File: config.mk
export PLATFORM = sky130hd
export DESIGN_NAME = quad_encoder_count_speed_accel
export DESIGN_NICKNAME = d
export VERILOG_FILES = /design/src/qenc_pkg.sv /design/src/qenc_front.sv /design/src/qenc_back.sv /design/src/quad_encoder_count_speed_accel.sv
export SDC_FILE = /design/constraint.sdc
export NUM_CORES = 1
export LEC_CHECK = 0
export CORE_MARGIN = 3
export CORE_UTILIZATION = 28
export CTS_CLUSTER_DIAMETER = 60
export DETAILED_ROUTE_END_ITERATION = 8
export DONT_BUFFER_PORTS = 1
export PLACE_DENSITY_LB_ADDON = 0.12
export SLEW_MARGIN = 20
export SYNTH_ARGS = -nofsm -noshare
export SYNTH_HDL_FRONTEND = slang
export SYNTH_SLANG_ARGS = --single-unit
File: constraint.sdc
create_clock -name clk -period 18.7 [get_ports clk]
set_input_delay 1.87 -clock clk [delete_from_list [all_inputs] [get_ports clk]]
set_output_delay 1.87 -clock clk [all_outputs]
set_load 0.01 [all_outputs]
File: src/qenc_pkg.sv
// ----------------------------------------------------------------------------
// qenc_pkg
// Shared types and constants for the quadrature encoder tracker.
// ----------------------------------------------------------------------------
`default_nettype none

package qenc_pkg;

  localparam int CNT_W            = 32;
  localparam int SCALE_W          = 10;
  localparam int CH_W             = 2;
  localparam int EMIT_MAX         = 4;
  localparam int QDEPTH           = 4;
  localparam int QAW              = 2;
  localparam logic [SCALE_W-1:0] RATE_SCALE_RESET = 10'd50;

  localparam logic OP_EDGE = 1'b0;
  localparam logic OP_TICK = 1'b1;

  // classified command between front and back
  typedef struct packed {
    logic            tick;
    logic            up;
    logic [CH_W-1:0] channel;
  } cmd_t;

endpackage

`default_nettype wire

File: src/qenc_front.sv
// ----------------------------------------------------------------------------
// qenc_front
// Accepts input items, drops edges on absent channels and queues the rest.
// ----------------------------------------------------------------------------
`default_nettype none

module qenc_front import qenc_pkg::*; #(
  parameter int CHANNELS = 4
) (
  input  wire logic            clk,
  input  wire logic            rst,
  input  wire logic            in_valid,
  output logic                 in_stall,
  input  wire logic            opcode,
  input  wire logic [CH_W-1:0] channel,
  input  wire logic            phase_b,
  output logic                 q_valid,
  output cmd_t                 q_item,
  input  wire logic            q_pop
);

  cmd_t           queue [QDEPTH];
  logic [QAW-1:0] wr_ptr;
  logic [QAW-1:0] rd_ptr;
  logic [QAW:0]   fill;
  logic           accept;
  logic           push;
  logic           pop;
  cmd_t           cmd;

  assign in_stall = (fill == (QAW+1)'(QDEPTH));
  assign accept   = in_valid && !in_stall;
  assign q_valid  = (fill != '0);
  assign q_item   = queue[rd_ptr];
  assign pop      = q_pop && q_valid;

  always_comb begin
    cmd.tick    = (opcode == OP_TICK);
    cmd.up      = phase_b;
    cmd.channel = channel;
    // drop edges on channels that are not built
    push = accept && (cmd.tick || (32'(channel) < CHANNELS));
  end

  always_ff @(posedge clk) begin
    if (rst) begin
      wr_ptr <= '0;
      rd_ptr <= '0;
      fill   <= '0;
    end else begin
      if (push) begin
        wr_ptr <= wr_ptr + 1'b1;
      end
      if (pop) begin
        rd_ptr <= rd_ptr + 1'b1;
      end
      if (push && !pop) begin
        fill <= fill + 1'b1;
      end else if (pop && !push) begin
        fill <= fill - 1'b1;
      end
    end
  end

  always_ff @(posedge clk) begin
    if (push) begin
      queue[wr_ptr] <= cmd;
    end
  end

endmodule

`default_nettype wire

File: src/qenc_back.sv
// ----------------------------------------------------------------------------
// qenc_back
// Applies edges to the channel counts and walks the channels on a tick,
// computing speed and acceleration through one shared multiplier.
// ----------------------------------------------------------------------------
`default_nettype none

module qenc_back import qenc_pkg::*; #(
  parameter int CHANNELS = 4
) (
  input  wire logic               clk,
  input  wire logic               rst,
  input  wire logic [SCALE_W-1:0] rate_scale,
  input  wire logic               q_valid,
  input  wire cmd_t               q_item,
  output logic                    q_pop,
  output logic                    out_valid,
  input  wire logic               out_stall,
  output logic [CH_W-1:0]         out_channel,
  output logic [CNT_W-1:0]        position,
  output logic [CNT_W-1:0]        speed,
  output logic [CNT_W-1:0]        accel,
  output logic                    rotation,
  output logic                    last
);

  localparam int CW   = (CHANNELS > 1) ? $clog2(CHANNELS) : 1;
  localparam int EMIT = (CHANNELS < EMIT_MAX) ? CHANNELS : EMIT_MAX;

  typedef enum logic [2:0] {
    S_IDLE = 3'b001,
    S_SPD  = 3'b010,
    S_ACC  = 3'b100
  } back_state_t;

  back_state_t             state;
  logic [CW-1:0]           walk;
  logic [CNT_W-1:0]        spd;
  logic [CNT_W-1:0]        count_now    [CHANNELS];
  logic [CNT_W-1:0]        count_before [CHANNELS];
  logic [CNT_W-1:0]        speed_before [CHANNELS];
  logic                    dir_flag     [CHANNELS];

  logic [CW-1:0]           edge_idx;
  logic [CW-1:0]           rd_idx;
  logic [CNT_W-1:0]        cn_rd;
  logic [CNT_W-1:0]        mul_in;
  logic [CNT_W+SCALE_W-1:0] prod;
  logic [CNT_W-1:0]        mul_lo;
  logic                    emit;
  logic                    out_free;
  logic                    walk_end;
  logic                    acc_go;

  always_comb begin
    edge_idx = CW'(q_item.channel);
    rd_idx   = (state == S_IDLE) ? edge_idx : walk;
    cn_rd    = count_now[rd_idx];
    // speed pass scales the count delta, accel pass the speed delta
    mul_in   = (state == S_SPD) ? (cn_rd - count_before[rd_idx])
                                : (spd - speed_before[rd_idx]);
    prod     = {{SCALE_W{1'b0}}, mul_in} * {{CNT_W{1'b0}}, rate_scale};
    mul_lo   = prod[CNT_W-1:0];
    emit     = (32'(walk) < EMIT);
    out_free = !out_valid || !out_stall;
    walk_end = (walk == CW'(CHANNELS - 1));
    acc_go   = (state == S_ACC) && (!emit || out_free);
    q_pop    = (state == S_IDLE) && q_valid;
  end

  always_ff @(posedge clk) begin
    if (rst) begin
      state     <= S_IDLE;
      walk      <= '0;
      out_valid <= 1'b0;
      for (int i = 0; i < CHANNELS; i++) begin
        count_now[i]    <= '0;
        count_before[i] <= '0;
        speed_before[i] <= '0;
        dir_flag[i]     <= 1'b0;
      end
    end else begin
      // load a new result, else drop the old one once it is taken
      if (acc_go && emit) begin
        out_valid <= 1'b1;
      end else if (!out_stall) begin
        out_valid <= 1'b0;
      end
      case (state)
        S_IDLE: begin
          if (q_valid) begin
            if (q_item.tick) begin
              walk  <= '0;
              state <= S_SPD;
            end else begin
              count_now[edge_idx] <= q_item.up ? cn_rd + 1'b1 : cn_rd - 1'b1;
              dir_flag[edge_idx]  <= !q_item.up;
            end
          end
        end
        S_SPD: begin
          state <= S_ACC;
        end
        S_ACC: begin
          // hold until the output register can take the result
          if (acc_go) begin
            count_before[walk] <= cn_rd;
            speed_before[walk] <= spd;
            if (walk_end) begin
              state <= S_IDLE;
            end else begin
              walk  <= walk + 1'b1;
              state <= S_SPD;
            end
          end
        end
        default: begin
          state <= S_IDLE;
        end
      endcase
    end
  end

  always_ff @(posedge clk) begin
    if (state == S_SPD) begin
      spd <= mul_lo;
    end
    if (acc_go && emit) begin
      out_channel <= CH_W'(walk);
      position    <= cn_rd;
      speed       <= spd;
      accel       <= mul_lo;
      rotation    <= dir_flag[walk];
      last        <= (walk == CW'(EMIT - 1));
    end
  end

endmodule

`default_nettype wire

File: src/quad_encoder_count_speed_accel.sv
// ----------------------------------------------------------------------------
// quad_encoder_count_speed_accel
// Multi-channel quadrature encoder tracker: position, speed and acceleration.
//
//   channel   direction  handshake            payload
//   cfg       in         cfg_we               cfg_wdata (rate_scale)
//   in        in         in_valid/in_stall    opcode, channel, phase_b
//   out       out        out_valid/out_stall  out_channel, position, speed,
//                                             accel, rotation, last
//
// An edge item is applied to its count as it leaves the queue; a tick leaves
// the queue, then each channel takes a speed pass and an accel pass (both
// through one 32x10 multiplier), and the accel pass holds on an output stall.
// A four-entry queue lets edges be accepted while a tick is being walked.
// Synchronous reset clears all counts, history and direction flags and sets
// rate_scale to 50.
// ----------------------------------------------------------------------------
`default_nettype none

module quad_encoder_count_speed_accel import qenc_pkg::*; #(
  parameter int CHANNELS = 4
) (
  input  wire logic               clk,
  input  wire logic               rst,
  input  wire logic               cfg_we,
  input  wire logic [SCALE_W-1:0] cfg_wdata,
  input  wire logic               in_valid,
  output logic                    in_stall,
  input  wire logic               opcode,
  input  wire logic [CH_W-1:0]    channel,
  input  wire logic               phase_b,
  output logic                    out_valid,
  input  wire logic               out_stall,
  output logic [CH_W-1:0]         out_channel,
  output logic [CNT_W-1:0]        position,
  output logic signed [CNT_W-1:0] speed,
  output logic signed [CNT_W-1:0] accel,
  output logic                    rotation,
  output logic                    last
);

  logic [SCALE_W-1:0] rate_scale;
  logic               q_valid;
  cmd_t               q_item;
  logic               q_pop;
  logic [CNT_W-1:0]   speed_u;
  logic [CNT_W-1:0]   accel_u;

  always_ff @(posedge clk) begin
    if (rst) begin
      rate_scale <= RATE_SCALE_RESET;
    end else if (cfg_we) begin
      rate_scale <= cfg_wdata;
    end
  end

  qenc_front #(
    .CHANNELS (CHANNELS)
  ) u_front (
    .clk      (clk),
    .rst      (rst),
    .in_valid (in_valid),
    .in_stall (in_stall),
    .opcode   (opcode),
    .channel  (channel),
    .phase_b  (phase_b),
    .q_valid  (q_valid),
    .q_item   (q_item),
    .q_pop    (q_pop)
  );

  qenc_back #(
    .CHANNELS (CHANNELS)
  ) u_back (
    .clk         (clk),
    .rst         (rst),
    .rate_scale  (rate_scale),
    .q_valid     (q_valid),
    .q_item      (q_item),
    .q_pop       (q_pop),
    .out_valid   (out_valid),
    .out_stall   (out_stall),
    .out_channel (out_channel),
    .position    (position),
    .speed       (speed_u),
    .accel       (accel_u),
    .rotation    (rotation),
    .last        (last)
  );

  assign speed = $signed(speed_u);
  assign accel = $signed(accel_u);

endmodule

`default_nettype wire

==> impl_results.md <==
* CTS H-Tree Depth at 3
* Final Max Slew Viols at 0
* Critical Path End Type: flop
* Post-synth top flop: edfxtp_1
* TritonCTS Sinks at 561
* Hold_ws at 0.4932 ns
* GRT Residual Overflow at 0
* Drc violations at 0
* Final Cell Area at 40560 um2
* Total GRT Usage at 17.31%
* Most frequent cells in the layout: nand2_1 (600), edfxtp_1 (536), and2_1 (301), nor2_1 (249), inv_1 (227)
* Reg area at 16600 um2
* Die Y-Extent at between 300 and 400 um
* Yosys warns at 0
* Critical path's slowest cell: mux2i_1
* EDFF count, synth at roughly 540
* Setup bufs post-CTS at 0
* # Max-Cap Violations at 0
* CP peak stage delay at ~0.9 ns
* Worst Path Required at roughly 19 ns
* Final net count at 3803
* Root buf cell: clkbuf_16
* Critical path class: reg2reg
* Netlist Area Pre-Place at 35540 um2
* CTS buffer count at ~80
* Filler cell count at 12990
* RSZ-0062 raised after global routing: false
* Synth Area in XOR/XNOR at 3.126%
* Fin Clk Skew at 0.06266 ns
* CP Max Fanout at 38
* Most common cell after layout, fill and taps aside: nand2_1
* Hold buffers post-CTS at 0
* Startpoint types: flop
* Post-Place Cell Area at 37830 um2
* Syn_nets at 3786
* Multi-input gate area at 17610 um2
* Worst-path clk slew at 0.06 ns
* Port Buffers at 0
* Die area at 131200 um2
* Drt via density at roughly 4.8
* Largest net degree at the start of global routing at 133
* Post-cts resize count at 0
* Slew headroom at between 20% and 30%
* CTS tree: built
* Most Frequent Cell on Critical Path: fa_1
* DR WL/cell at 21.81 um
* Total negative slack at 0 ns
* Layout cells sized above 1 at 7.497%
* Number of antenna violations at the first check in global routing at 4
* Final Cycle Share at 67.46%
* Setup violators final at 0
* Drt total wl at 112600 um
* Final Hold Viols at 0
* Die span in x at 362.3 um
* Vias in the first global route at 25500
* Global-route wire length before repair at around 170000 um
* Clock latency on the worst-skew pair at 0.70 ns
* Unique cell type count in the Yosys netlist at 76
* Initial Util at 28.23%
* Post-Synth Simple-Gate Area at 21.32%
* Post-route antenna net violation count at 0
* Post-Synth Adder-Cell Area at about 16%
* IO Pins at 121
* 1st-iter DRT viols at 1739
* Complex-gate fraction of the synthesized area at between 7 and 8%
* Seq/Total Area, Yosys at 46.70%
* Hpwl dp at between 70000 and 80000 um
* Worst Tran Pin Value at 1.149 ns
* Synthesized flop and latch total at around 560
* Fmax at about 79 MHz
* Area growth syn-to-layout at 14.12%
* Bufs on Longest Clock Path at 3
* Mux cell area share after synthesis at under 10%
* Period minus WS final at 12.62 ns
* Post-Syn Instances at 3423
* Syn avg cell area at slightly above 10 um2
* Pre-antenna DRT Iters at 5
* Status: complete, no violations
* Routed vias at 24600
* Largest family of logic cells by synthesized area: simple AND/OR/NAND/NOR gates
* Worst Path Arrival at 13.05 ns
* GP Congestion at 0.8234
* HP Class: reg2reg
* Core outline area at ~130000 um2
* # rows at 130
* Async SR Flop Fraction at 0%
worst paths after layout:
check | from | end | slack (ns) | cells past startpoint
worst max register to register | u_back.state[2] | u_back.accel[31] | 6.08 | 42
worst min-delay path | rate_scale[0] | rate_scale[0] | 0.49 | 2
worst min register to register | rate_scale[0] | rate_scale[0] | 0.49 | 2
worst max-delay path | u_back.state[2] | u_back.accel[31] | 6.08 | 42
registers in the layout, indices dropped and copies added, names as in the netlist, named ones only:
| signal | flops |
|---|---|
| rate_scale | 10 |
| u_back.accel | 32 |
| u_back.count_before | 128 |
| u_back.count_now | 128 |
| u_back.dir_flag | 4 |
| u_back.last | 1 |
| u_back.out_channel | 2 |
| u_back.out_valid | 1 |
| u_back.position | 32 |
| u_back.rotation | 1 |
| u_back.spd | 32 |
| u_back.speed | 32 |
| u_back.speed_before | 128 |
| u_back.state | 3 |
| u_back.walk | 2 |
| u_front.fill | 3 |
| u_front.queue | 16 |
| u_front.rd_ptr | 2 |
| u_front.wr_ptr | 2 |
per-stage QoR:
step | cells | util, % | worst slack, ns
6_report | 5161 | 32.22 | 6.085
5_1_grt | 5158 | 32.21 | 5.216
4_1_cts | 5158 | 32.21 | 5.976
3_5_place_dp | 5007 | 30.05 | 6.012
3_3_place_gp | 5007 | 30.04 | 6.235
2_1_floorplan | 3423 | - | 7.427
logic make-up after synthesis:
group / count (synthesis)
muxes: 31
and+or+nand+nor: 1580
xor gates and xnor gates: 122
AOI/OAI and AO/OA: 399
adders and majority gates: 345
buffers and inverters: 385
DFF: 561
cells in the mapped netlist, types with 45 or more instances:
master	instances	area (um2)
and2_1	301	1883
ha_1	142	1777
nand3_1	145	725.7
clkbuf_1	133	499.2
nor2_1	249	934.7
and3_1	77	481.7
xnor2_1	82	718.2
a31oi_1	45	281.5
edfxtp_1	536	16100
nor2b_1	67	419.2
fa_1	202	4044
inv_1	229	859.6
nand2_1	604	2267
o21ai_0	46	230.2
nand2b_1	60	375.4
a21oi_1	129	645.6
a21o_1	50	375.4
per-layer routing:
layer / track usage, % / part of all wire [%] / vias to the layer above
li1: - / - / 11650
met1: 24.01 / 47 / 12370
met2: 27.99 / 46 / 456
met4: 5.169 / 2.4 / 0
met3: 2.577 / 4.1 / 129
met5: 0 / 0 / -
critical path, delay by kind of cell (launching register included):
kind	cells	cell delay (ns)
and+or+nand+nor	12	2.93
AOI/OAI and AO/OA	12	2.46
adders and majority gates	9	3.80
muxes	2	1.65
xor gates and xnor gates	1	0.12
DFF	1	0.34
buffers and inverters	6	1.04
layout make-up:
| cell class | instances | area share (%) |
|---|---|---|
| antenna | 3 | 0.01851 |
| clock buffer | 99 | 5.241 |
| clock inverter | 52 | 1.475 |
| inverter | 230 | 2.132 |
| multi-input combinational | 2477 | 43.41 |
| sequential | 561 | 40.92 |
| tap | 1650 | 5.090 |
| timing repair buffer | 89 | 1.709 |
Power is left out: the tool's default activity adds up to more than one toggle a clock period on the data nets, which glitch-free logic cannot reach.
